<file path="config.mk">
export PLATFORM = sky130hd
export DESIGN_NAME = packet_sequence_ack_tracker
export DESIGN_NICKNAME = d
export VERILOG_FILES = /design/src/rtl/pst_pkg.sv /design/src/rtl/pst_rx_update.sv /design/src/rtl/packet_sequence_ack_tracker.sv
export SDC_FILE = /design/constraint.sdc
export NUM_CORES = 1
export LEC_CHECK = 0
export BUFFER_PORTS_ARGS = -buffer_cell sky130_fd_sc_hd__buf_2
export CAP_MARGIN = 20
export CORE_MARGIN = 1.5
export CORE_UTILIZATION = 60
export CTS_BUF_LIST = sky130_fd_sc_hd__clkbuf_8 sky130_fd_sc_hd__clkbuf_16
export DETAILED_ROUTE_END_ITERATION = 6
export HOLD_SLACK_MARGIN = 0.12
export PLACE_DENSITY_LB_ADDON = 0.2
export SKIP_CTS_REPAIR_TIMING = 1
export SLEW_MARGIN = 25
export SYNTH_ARGS = -nofsm -noshare
export SYNTH_HDL_FRONTEND = slang
export SYNTH_SLANG_ARGS = --single-unit
</file>
<file path="constraint.sdc">
create_clock -name clk -period 16.1 [get_ports clk]
set_input_delay 3.22 -clock clk [delete_from_list [all_inputs] [get_ports clk]]
set_output_delay 3.22 -clock clk [all_outputs]
set_load 0.02 [all_outputs]
</file>
<file path="src/rtl/pst_pkg.sv">
// ---------------------------------------------------------------------------
// pst_pkg
// types and constants of the packet sequence ack tracker
// ---------------------------------------------------------------------------
package pst_pkg;

	localparam int SEQ_W     = 16;
	localparam int WIN_W     = 32;
	localparam int CNT_W     = 32;
	localparam int WIN_IDX_W = $clog2(WIN_W);

	localparam logic [SEQ_W-1:0] HALF_RANGE = SEQ_W'(32768);
	localparam logic [SEQ_W-1:0] WIN_SEQ    = SEQ_W'(WIN_W);

	typedef enum logic {
		FUNC_SEND = 1'b0,
		FUNC_RECV = 1'b1
	} func_t;

	typedef struct packed {
		func_t              func;
		logic [SEQ_W-1:0]   incoming_sequence;
	} item_word_t;

	typedef struct packed {
		logic [SEQ_W-1:0]   out_sequence;
		logic [SEQ_W-1:0]   ack_latest;
		logic [WIN_W-1:0]   ack_window;
		logic [CNT_W-1:0]   lost_estimate;
		logic [CNT_W-1:0]   sent_total;
		logic [CNT_W-1:0]   received_total;
	} result_word_t;

	typedef struct packed {
		logic               first_seen;
		logic [SEQ_W-1:0]   latest;
		logic [WIN_W-1:0]   window;
		logic [CNT_W-1:0]   lost;
	} rx_state_t;

endpackage

</file>
<file path="src/rtl/pst_rx_update.sv">
// ---------------------------------------------------------------------------
// pst_rx_update
// next receive-side state for one incoming sequence number
// ---------------------------------------------------------------------------
module pst_rx_update import pst_pkg::*; (
	input  rx_state_t           cur,
	input  logic [SEQ_W-1:0]    seq,
	output rx_state_t           nxt
);

	logic [SEQ_W-1:0]   delta;
	logic [SEQ_W-1:0]   delta_m1;
	logic [SEQ_W-1:0]   behind;
	logic [SEQ_W-1:0]   behind_m1;
	logic               newer;
	logic [CNT_W:0]     lost_sum;
	logic [CNT_W-1:0]   lost_add;
	logic [WIN_W-1:0]   shifted;
	logic [WIN_W-1:0]   new_bit;
	logic [WIN_W-1:0]   old_bit;
	logic               old_in_win;

	assign delta      = seq - cur.latest;
	assign delta_m1   = delta - SEQ_W'(1);
	assign behind     = SEQ_W'(0) - delta;
	assign behind_m1  = behind - SEQ_W'(1);
	assign newer      = !delta[SEQ_W-1] || (delta == HALF_RANGE);
	assign lost_sum   = {1'b0, cur.lost} + (CNT_W+1)'(delta_m1);
	assign lost_add   = lost_sum[CNT_W] ? {CNT_W{1'b1}} : lost_sum[CNT_W-1:0];
	assign shifted    = (delta >= WIN_SEQ) ? '0 : (cur.window << delta[WIN_IDX_W-1:0]);
	assign new_bit    = (delta <= WIN_SEQ) ? (WIN_W'(1) << delta_m1[WIN_IDX_W-1:0]) : '0;
	assign old_in_win = (behind <= WIN_SEQ);
	assign old_bit    = WIN_W'(1) << behind_m1[WIN_IDX_W-1:0];

	always_comb begin
		nxt = cur;
		if (!cur.first_seen) begin
			nxt.first_seen = 1'b1;
			nxt.latest     = seq;
			nxt.window     = '0;
		end else if (delta == '0) begin
			nxt = cur;
		end else if (newer) begin
			nxt.lost   = lost_add;
			nxt.window = shifted | new_bit;
			nxt.latest = seq;
		end else if (old_in_win) begin
			if (((cur.window & old_bit) == '0) && (cur.lost != '0)) begin
				nxt.lost = cur.lost - CNT_W'(1);
			end
			nxt.window = cur.window | old_bit;
		end
	end

endmodule

</file>
<file path="src/rtl/packet_sequence_ack_tracker.sv">
// ---------------------------------------------------------------------------
// packet_sequence_ack_tracker
// pipeline: item registered in the input stage, then result in the result stage
// throughput: one item per cycle unless the result stalls; combinational update
// reset: arst_n clears all tracker state and the valid bits of both pipeline stages
// ---------------------------------------------------------------------------
module packet_sequence_ack_tracker import pst_pkg::*; (
	input  logic           clk,
	input  logic           arst_n,
	input  logic           item_valid,
	output logic           item_ready,
	input  item_word_t     item,
	output logic           result_valid,
	input  logic           result_ready,
	output result_word_t   result
);

	logic               stall;
	logic               valid_s1;
	item_word_t         item_s1;
	logic               valid_s2;
	result_word_t       result_s2;
	logic               step;
	logic               is_recv;

	logic [SEQ_W-1:0]   next_out_seq_q;
	logic [CNT_W-1:0]   sent_q;
	logic [CNT_W-1:0]   recv_q;
	rx_state_t          rx_q;
	rx_state_t          rx_upd;
	rx_state_t          rx_nxt;
	result_word_t       res_nxt;

	assign stall      = valid_s2 && !result_ready;
	assign item_ready = !stall;
	assign step       = valid_s1 && !stall;
	assign is_recv    = (item_s1.func == FUNC_RECV);

	pst_rx_update u_rx_update (
		.cur (rx_q),
		.seq (item_s1.incoming_sequence),
		.nxt (rx_upd)
	);

	assign rx_nxt = is_recv ? rx_upd : rx_q;

	always_comb begin
		res_nxt.out_sequence   = is_recv ? '0 : next_out_seq_q;
		res_nxt.ack_latest     = rx_nxt.latest;
		res_nxt.ack_window     = rx_nxt.window;
		res_nxt.lost_estimate  = rx_nxt.lost;
		res_nxt.sent_total     = is_recv ? sent_q : sent_q + CNT_W'(1);
		res_nxt.received_total = is_recv ? recv_q + CNT_W'(1) : recv_q;
	end

	// input stage
	always_ff @(posedge clk or negedge arst_n) begin
		if (!arst_n) begin
			valid_s1 <= 1'b0;
		end else if (!stall) begin
			valid_s1 <= item_valid;
		end
	end

	always_ff @(posedge clk) begin
		if (!stall) begin
			item_s1 <= item;
		end
	end

	// tracker state
	always_ff @(posedge clk or negedge arst_n) begin
		if (!arst_n) begin
			next_out_seq_q <= '0;
			sent_q         <= '0;
			recv_q         <= '0;
			rx_q           <= '0;
		end else if (step) begin
			rx_q <= rx_nxt;
			if (is_recv) begin
				recv_q <= res_nxt.received_total;
			end else begin
				next_out_seq_q <= next_out_seq_q + SEQ_W'(1);
				sent_q         <= res_nxt.sent_total;
			end
		end
	end

	// result stage
	always_ff @(posedge clk or negedge arst_n) begin
		if (!arst_n) begin
			valid_s2 <= 1'b0;
		end else if (!stall) begin
			valid_s2 <= valid_s1;
		end
	end

	always_ff @(posedge clk) begin
		if (step) begin
			result_s2 <= res_nxt;
		end
	end

	assign result_valid = valid_s2;
	assign result       = result_s2;

endmodule

</file>
==> results of run 1 <==
## cells in the mapped netlist (all sizes together) (25+ instances only)
library cell	n	area, um2
and3	43	269
ha	43	538
o21ai	128	641
a211oi	36	275
nor3	43	230
inv	59	221
a31oi	33	221
a22oi	27	203
o22ai	25	156
dfrtp	163	4080
xor2	75	657
nor2b	26	163
xnor2	100	876
nand4	34	219
edfxtp	177	5320
a21oi	139	696
nand3	101	505
nand2	220	826
buf	31	153
clkbuf	99	372
nor2	183	694
## cells by family after synthesis
group                      synth area share [%]
AOI/OAI and AO/OA                          19.2
adders and majority gates                  2.80
and+or+nand+nor                            17.3
DFF                                        45.5
muxes                                      3.76
xor gates and xnor gates                   7.75
buffers and inverters                      3.63
## path summary, 6_finish.rpt
path                                      endpoint  cells past startpoint  slack, ps                from
worst min-delay path            next_out_seq_q[15]                      1        470  next_out_seq_q[15]
worst min register to register  next_out_seq_q[15]                      1        470  next_out_seq_q[15]
worst max-delay path                    item_ready                      4       8920        result_ready
worst max register to register          result[68]                     20       9410            rx_q[64]
min in group asynchronous                 rx_q[74]                      1       2600              arst_n
max in group asynchronous               sent_q[17]                      2      12260              arst_n
## final cells by class
| class | instances | share of cell area [%] |
|---|---|---|
| Antenna cell | 1 | 0.0108 |
| Clock inverter | 24 | 1.04 |
| Multi-Input combinational cell | 1609 | 45.4 |
| Tap cell | 448 | 2.41 |
| Sequential cell | 340 | 40.4 |
| Inverter | 60 | 0.990 |
| Timing Repair Buffer | 226 | 5.40 |
| Clock buffer | 42 | 4.28 |
## through the flow
stage	hold slack, ps	setup WS (ps)	cell area, um2
after floorplan	438	6360	20600
after global placement	454	8920	22000
after detailed placement	456	8910	22000
after CTS	467	8900	23200
after global routing	485	8870	23200
final	469	8920	23200
## layer usage
metal,share of wire (%),vias to the layer above
met5,0,-
met4,5.5,0
met3,7.9,207
met2,46,982
met1,40,8690
li1,-,8208
## sequential cells by signal, indices dropped and copies added, names as in the netlist
signal          count
is_recv             1
item_s1            16
next_out_seq_q     16
recv_q             32
result            160
result_valid        1
rx_q               81
sent_q             32
valid_s1            1
==> flow_metrics.py, run 1 <==
metrics = {
    "run_status": {
        "status": "complete, no violations",
    },
    "layout": {
        "fin_util_pct": 69.0,
        "drive_gt1_share_pct": 15.9,
        "multi_input_area_mm2": 0.0106,
        "final_cell_mix": "nand2_1, buf_2, nor2_1, edfxtp_1, dfrtp_1",
        "fin_cells": 2750,
        "nets": 2339,
        "fillCellCount": 2619,
        "areaGrowthSynthToFinish_pct": 12.6,
        "final_common_cell": "nand2_1",
        "regArea_mm2": 0.00939,
    },
    "floorplanning": {
        "rows": 67,
        "fp.dieH_um": 188,
        "die_x_um": 188,
        "start_util_pct": 61.2,
        "num_io_pins": 183,
        "die-area_mm2": 0.0355,
        "coreArea_mm2": 0.0337,
    },
    "global_routing": {
        "grt_pass1_vias": 17300,
        "grtUsageTotal_pct": 34.8,
        "grt_first_pass_wirelength_um": 96900,
        "met3_usage_pct": 5.36,
        "met2_usage_pct": 54.6,
        "grt-ovfl-total": 0,
        "grt-busiest-layer": "met2",
        "antenna_found_initial": 1,
        "grt_use_met1_pct": 46.4,
        "grt_max_degree": 100,
    },
    "worst_setup_path": {
        "worstSetupStartpointType": "input port",
        "crit_top_cell": "buf_2",
        "cp.arrival_ps": 3960,
        "critical-path-slowest-cell": "buf_4",
        "cp_max_fo": 21,
        "crit_required_ps": 12880,
        "worstSetupPathType": "input port to output pin",
        "slowest_delay_ps": 300,
        "critPathTopFamily": "buffers and inverters",
        "critPathBufInv": 3,
        "crit_path_end_kind": "output pin",
        "crit_chain": "buf_2, nand2b_1, buf_4, buf_2",
    },
    "drt": {
        "ant_nets": 0,
        "wirelength_um": 62200,
        "drc": 0,
        "first_pass_iters": 6,
        "vias": 18100,
        "vias_per_cell": 6.58,
        "routedWlPerCell_um": 22.6,
        "dr.first_iter.drc_count": 1906,
    },
    "sta": {
        "tns_ps": 0,
        "slew_violations": 0,
        "worst_pin_slew_ps": 1140,
        "rsz0062_at_grt": "no",
        "relSlewSlack_pct": 23.9,
        "fin_crit_ps": 7180,
        "max_freq_mhz": 139,
        "hold_violations": 0,
        "fin_crit_sh_pct": 44.6,
        "setup_viol": 0,
        "fin_skew_ps": 34.1,
    },
    "yosys": {
        "synth-seq-cells": 340,
        "seq_area_frac_synth_pct": 45.5,
        "synth_edf_count": 177,
        "netlist_area_mm2": 0.0206,
        "yosysUniqueCellTypes": 100,
        "ys.flop_type": "edfxtp_1",
        "avgSynthCellArea_um2": 9.65,
        "synth_cells": 2139,
        "synth_fp_nets": 2205,
        "synthArstFlopShare_pct": 47.9,
        "yosysWarnings": 0,
    },
    "run": {
        "max-cap-violations": 0,
    },
    "clock_network": {
        "numCtsBuffers": 36,
        "clk_latency_ps": 580,
        "cts.clk_slew.worst_paths_ps": 60,
        "clock_path_buffers": 3,
        "cts.sinks": 340,
        "cts_root_buf": "clkbuf_16",
        "cts_tree": "yes",
        "htree_levels": 2,
    },
    "placement": {
        "port_buffers": 182,
        "gp_congestion": 1.02,
        "dp_hpwl_um": 42200,
        "numPlacedInstances": 2682,
    },
    "hold_path": {
        "hp-class": "register to register",
    },
}
Power of run 1 is not shown: default switching activity piles up to over one toggle a cycle in this logic, so the estimate is an artifact.
==> inputs of run 2 (changes only) <==
==> constraint.sdc (replaced) <==
create_clock -name clk -period 7 [get_ports clk]
set_input_delay 1.4 -clock clk [delete_from_list [all_inputs] [get_ports clk]]
set_output_delay 1.4 -clock clk [all_outputs]
set_load 0.02 [all_outputs]
==> run 2 against run 1 <==
Against the previous run: critical path depth grew 21; cell count grew 0.47%; global-route usage grew 1.6 points; non-clock buffer count grew 10; via count grew 1.8%; first-iteration DRC count grew 5.4%.
==> flow_metrics.py, run 2 (synthesis gave the netlist of run 1 again) <==
metrics = {
    "worst_setup_path": {
        "cp-startpoint": "item_s1[0]",
        "cp_max_fo": 9,
        "worstSetupStartpointType": "register",
        "slowest_delay_ps": 450,
        "worstSetupPathType": "register to register",
        "cp.arrival_ps": 6810,
        "timing.rr.end": "rx_q[19]",
        "crit_end": "rx_q[19]",
        "crit_required_ps": 7490,
        "critical-path-slowest-cell": "a211oi_2",
        "crit_path_end_kind": "register",
        "r2r_cells": 25,
        "r2r_setup_slack_ps": 680,
        "r2r-start": "item_s1[0]",
    },
    "sta": {
        "slew_violations": 0,
        "fin_skew_ps": 18.0,
        "tns_ps": 0,
        "worst_pin_slew_ps": 1060,
        "relSlewSlack_pct": 28.7,
        "fin_crit_ps": 6320,
        "fin_crit_sh_pct": 90.3,
        "hold_violations": 0,
        "setup_viol": 0,
        "max_freq_mhz": 158,
        "rsz0062_at_grt": "no",
    },
    "drt": {
        "wirelength_um": 64700,
        "vias": 18400,
        "first_pass_iters": 6,
        "drc": 0,
        "ant_nets": 0,
        "vias_per_cell": 6.66,
        "dr.first_iter.drc_count": 2008,
        "routedWlPerCell_um": 23.4,
    },
    "global_routing": {
        "antenna_found_initial": 2,
        "grt_pass1_vias": 18000,
        "grt_first_pass_wirelength_um": 101000,
        "grtUsageTotal_pct": 36.4,
        "grt-ovfl-total": 0,
        "grt_max_degree": 97,
    },
    "floorplanning": {
        "die-area_mm2": 0.0355,
        "start_util_pct": 61.2,
        "coreArea_mm2": 0.0337,
        "rows": 67,
        "num_io_pins": 183,
        "fp.dieH_um": 188,
        "die_x_um": 188,
    },
    "layout": {
        "final_common_cell": "nand2_1",
        "fillCellCount": 2582,
        "largest_register_ffs": 160,
        "nets": 2350,
        "areaGrowthSynthToFinish_pct": 12.6,
        "drive_gt1_share_pct": 16.1,
        "final_cell_mix": "nand2_1, nor2_1, buf_2, edfxtp_1, dfrtp_1",
    },
    "clock_network": {
        "cts_tree": "yes",
        "cts.sinks": 340,
        "clk_latency_ps": 570,
        "cts_root_buf": "clkbuf_16",
        "clock_path_buffers": 3,
        "htree_levels": 2,
        "numCtsBuffers": 37,
        "cts.clk_slew.worst_paths_ps": 60,
    },
    "run": {
        "max-cap-violations": 0,
    },
    "placement": {
        "dp_hpwl_um": 44700,
        "port_buffers": 182,
        "gp_congestion": 1.03,
    },
    "hold_path": {
        "hp-class": "register to register",
    },
    "run_status": {
        "status": "complete, no violations",
    },
}
## run 2: changes by cell type in the layout (fill, tap and decap cells not counted), sizes merged
cell      before  now
buf          226  236
inv           66   71
bufinv         3    1
clkbuf        42   41
clkinv        13   14
clkinvlp       2    1
diode          1    2
## run 2: routing by layer
metal	global-route usage, %	share of wire, %	routed length (um)
met2	58.8	47	30500
met3	7.25	8.7	5650
met5	0	0.014	9
met1	45.9	38	24900
met4	20.5	5.6	3650
## run 2: area by class of cell
| type | count | area [um2] | share of cell area (%) |
|---|---|---|---|
| diodes | 2 | 5.00 | 0.0215 |
| clock buffers | 41 | 992 | 4.27 |
| clock inverters | 27 | 179 | 0.770 |
| inverters | 60 | 230 | 0.990 |
| multi-input cells | 1609 | 10600 | 45.4 |
| flip-flops and latches | 340 | 9390 | 40.4 |
| well taps | 448 | 561 | 2.41 |
| repair buffers | 236 | 1330 | 5.71 |
## run 2: how the worst min path moves through the flow
stage	from	to	depth (start not counted)
floorplan	next_out_seq_q[15]	next_out_seq_q[15]	1
global placement	next_out_seq_q[15]	next_out_seq_q[15]	1
detailed placement	next_out_seq_q[15]	next_out_seq_q[15]	1
CTS	next_out_seq_q[15]	next_out_seq_q[15]	1
global route	next_out_seq_q[7]	next_out_seq_q[7]	1
finish	next_out_seq_q[15]	next_out_seq_q[15]	1
## run 2: worst max-delay path, delay by kind of cell (launching register included)
family / cells / cell delay [ps]
and+or+nand+nor: 7 / 1430
DFF: 1 / 410
adders and majority gates: 3 / 970
muxes: 1 / 220
AOI/OAI and AO/OA: 10 / 2570
xor gates and xnor gates: 1 / 170
buffers and inverters: 3 / 430
## run 2: per-stage QoR
| stage | hold WS (ps) | std cells | setup slack [ps] | utilization, % | area [um2] |
|---|---|---|---|---|---|
| 6_report | 465 | 2763 | 682 | 69.0 | 23200 |
| 5_1_grt | 487 | 2761 | 236 | 69.0 | 23200 |
| 4_1_cts | 468 | 2761 | 818 | 68.9 | 23200 |
| 3_5_place_dp | 458 | 2693 | 860 | 65.4 | 22000 |
| 3_3_place_gp | 459 | 2693 | 977 | 65.4 | 22000 |
| 2_1_floorplan | 438 | 2139 | 1080 | - | 20600 |
Power of run 2 is left out for the same reason.
==> inputs of run 3 (changes only) <==
--- a/config.mk
+++ b/config.mk
@@ -5,6 +5,7 @@
 export SDC_FILE = /design/constraint.sdc
 export NUM_CORES = 1
 export LEC_CHECK = 0
+export ABC_AREA = 1
 export BUFFER_PORTS_ARGS = -buffer_cell sky130_fd_sc_hd__buf_2
 export CAP_MARGIN = 20
 export CORE_MARGIN = 1.5
==> run 3 against run 2 <==
Against the previous run: design area rose by 2.2%; fmax rose by 2.4%; worst hold slack improved by 15 ps; first-iteration DRC count rose by 12%; via count rose by 9.6%; global-route usage fell by 1.2 points; flip-flop and latch count did not move.
==> flow_metrics.py, run 3 <==
metrics = {
    "drt": {
        "drc": 0,
        "routedWlPerCell_um": 18.9,
        "vias": 20200,
        "first_pass_iters": 7,
        "dr.first_iter.drc_count": 2251,
        "vias_per_cell": 5.93,
        "wirelength_um": 64300,
        "ant_nets": 0,
    },
    "worst_setup_path": {
        "worstSetupPathType": "register to register",
        "cp_max_fo": 45,
        "r2r_cells": 27,
        "r2r-start": "item_s1[0]",
        "worstSetupStartpointType": "register",
        "crit_path_end_kind": "register",
        "cp.arrival_ps": 6480,
        "crit_required_ps": 7310,
        "cp-startpoint": "item_s1[0]",
    },
    "sta": {
        "worst_pin_slew_ps": 1090,
        "slew_violations": 0,
        "fin_crit_ps": 6170,
        "hold_violations": 0,
        "setup_viol": 0,
        "rsz0062_at_grt": "no",
        "fin_skew_ps": 31.9,
        "fin_crit_sh_pct": 88.1,
        "max_freq_mhz": 162,
        "relSlewSlack_pct": 27.2,
        "tns_ps": 0,
    },
    "yosys": {
        "yosysWarnings": 0,
        "synthMuxAreaShare_pct": 0.563,
        "ys.flop_type": "edfxtp_1",
        "synth-seq-cells": 340,
        "synthXorXnorAreaFrac_pct": 3.89,
        "synth_top_family_by_area": "simple AND/OR/NAND/NOR gates",
        "yosysUniqueCellTypes": 54,
        "yosysMostFrequentCell": "nand2_1",
        "synth_top_area_cell": "edfxtp_1",
        "synth_edf_count": 177,
        "yosysTopAreaCellShare_pct": 24.9,
        "avgSynthCellArea_um2": 7.64,
        "synth_area_leaders": "edfxtp_1, dfrtp_1, nand2_1",
        "seq_area_frac_synth_pct": 44.0,
        "synthArstFlopShare_pct": 47.9,
        "netlist_top_cells_count": "nand2_1, nand3_1, inv_1",
        "synth_fp_nets": 2860,
        "yosys.area_share.simple_pct": 29.5,
        "netlist_area_mm2": 0.0213,
        "synth_adder_area_share_pct": 2.71,
        "synth_cells": 2794,
        "synth_compound_area_share_pct": 11.2,
    },
    "hold_path": {
        "holdPathStages": 1,
        "hp-start": "next_out_seq_q[4]",
        "hp-class": "register to register",
    },
    "global_routing": {
        "grt_first_pass_wirelength_um": 101000,
        "grt-ovfl-total": 0,
        "grtUsageTotal_pct": 35.2,
        "grt_pass1_vias": 19000,
        "antenna_found_initial": 1,
        "grt_max_degree": 83,
    },
    "placement": {
        "port_buffers": 182,
        "dp_hpwl_um": 44500,
        "gp_congestion": 0.999,
    },
    "power_and_ir_drop": {
        "powerDensity_mw_per_mm2": 557,
        "ir_worst_vdd_v": 0.000445,
        "p_leak_nw": 10.9,
    },
    "clock_network": {
        "cts_tree": "yes",
        "cts.sinks": 340,
        "cts.clk_slew.worst_paths_ps": 60,
        "clock_path_buffers": 3,
        "clk_latency_ps": 580,
        "htree_levels": 2,
        "numCtsBuffers": 38,
        "cts_root_buf": "clkbuf_16",
    },
    "floorplanning": {
        "die_x_um": 192,
        "num_io_pins": 183,
        "coreArea_mm2": 0.0348,
        "die-area_mm2": 0.0367,
        "rows": 68,
        "start_util_pct": 61.3,
        "fp.dieH_um": 192,
    },
    "layout": {
        "nets": 2980,
        "fin_util_pct": 68.3,
        "largest_register_ffs": 160,
        "final_cell_mix": "nand2_1, nand3_1, inv_1, nor2_1, o21ai_0",
        "final_common_cell": "nand2_1",
        "drive_gt1_share_pct": 11.4,
        "areaGrowthSynthToFinish_pct": 11.3,
        "n_antenna_cell": 0,
    },
    "run": {
        "max-cap-violations": 0,
    },
    "run_status": {
        "status": "complete, no violations",
    },
}
-- run 3: through the flow --
| step | power [W] | worst slack, ps | hold WS [ps] | instance area, um2 | std cells |
|---|---|---|---|---|---|
| after floorplan | 0.00896 | 13.3 | 432 | 21300 | 2794 |
| after detailed placement | 0.0109 | 973 | 457 | 22400 | 3328 |
| after global routing | 0.0142 | 273 | 493 | 23800 | 3399 |
| after global placement | 0.0108 | 1280 | 455 | 22400 | 3328 |
| final | 0.0132 | 830 | 480 | 23800 | 3399 |
| after CTS | 0.0130 | 982 | 477 | 23700 | 3398 |
-- run 3: layout make-up --
cell class              count  area [um2]
multi-input cells        2027       10200
fillers                  2834       11000
well taps                 455         569
inverters                 303        1140
repair buffers            204        1110
clock inverters            23         216
clock buffers              47        1090
flip-flops and latches    340        9390
-- run 3: worst paths after layout --
check | to | slack (ps)
worst min-delay path | next_out_seq_q[4] | 480
worst max register to register | result[87] | 830
worst max-delay path | result[87] | 830
max in group asynchronous | rx_q[57] | 4830
min in group asynchronous | rx_q[48] | 880
worst min register to register | next_out_seq_q[4] | 480
-- run 3: worst max-delay path: stages, from the launching register on --
cell and delay, ps:
edfxtp_1 370, inv_1 90, ha_2 160, inv_1 80, fa_1 450, inv_1 80
nand2_1 90, nand2_4 350, nand2_1 190, nor2_4 190, nand3_2 120, nand2_1 320
clkinv_1 320, ha_1 420, a21oi_1 210, nand2_1 110, a21oi_1 240, o21ai_0 210
nand3_1 140, a21oi_1 140, inv_1 100, nor2_1 50, inv_1 740, o21ai_0 230
a21oi_1 170, nor2_1 70, nor2_1 150, a21boi_1 90
-- run 3: report_power, final --
part	switching [W]	leakage, nW	internal [W]
clock network	0.000850	0.663	0.00122
logic	0.00545	6.49	0.00228
registers	0.000519	3.79	0.00291
-- run 3: kinds of logic (layout without fill, tap and decap cells) --
| family | count (synthesis) | count (layout) |
|---|---|---|
| buffers and inverters | 427 | 577 |
| muxes | 12 | 12 |
| xor gates and xnor gates | 94 | 94 |
| AOI/OAI and AO/OA | 425 | 425 |
| DFF | 340 | 340 |
| and+or+nand+nor | 1451 | 1451 |
| adders and majority gates | 45 | 45 |
-- run 3: routing by layer --
| layer | GRT usage (%) | vias up | routed length [um] |
|---|---|---|---|
| met2 | 56.1 | 982 | 29700 |
| li1 | - | 9528 | - |
| met1 | 47.1 | 9459 | 26300 |
| met5 | 0 | - | 13 |
| met4 | 15.2 | 2 | 2870 |
| met3 | 6.43 | 193 | 5460 |
Note: power is estimated with default switching activity, not from simulation.
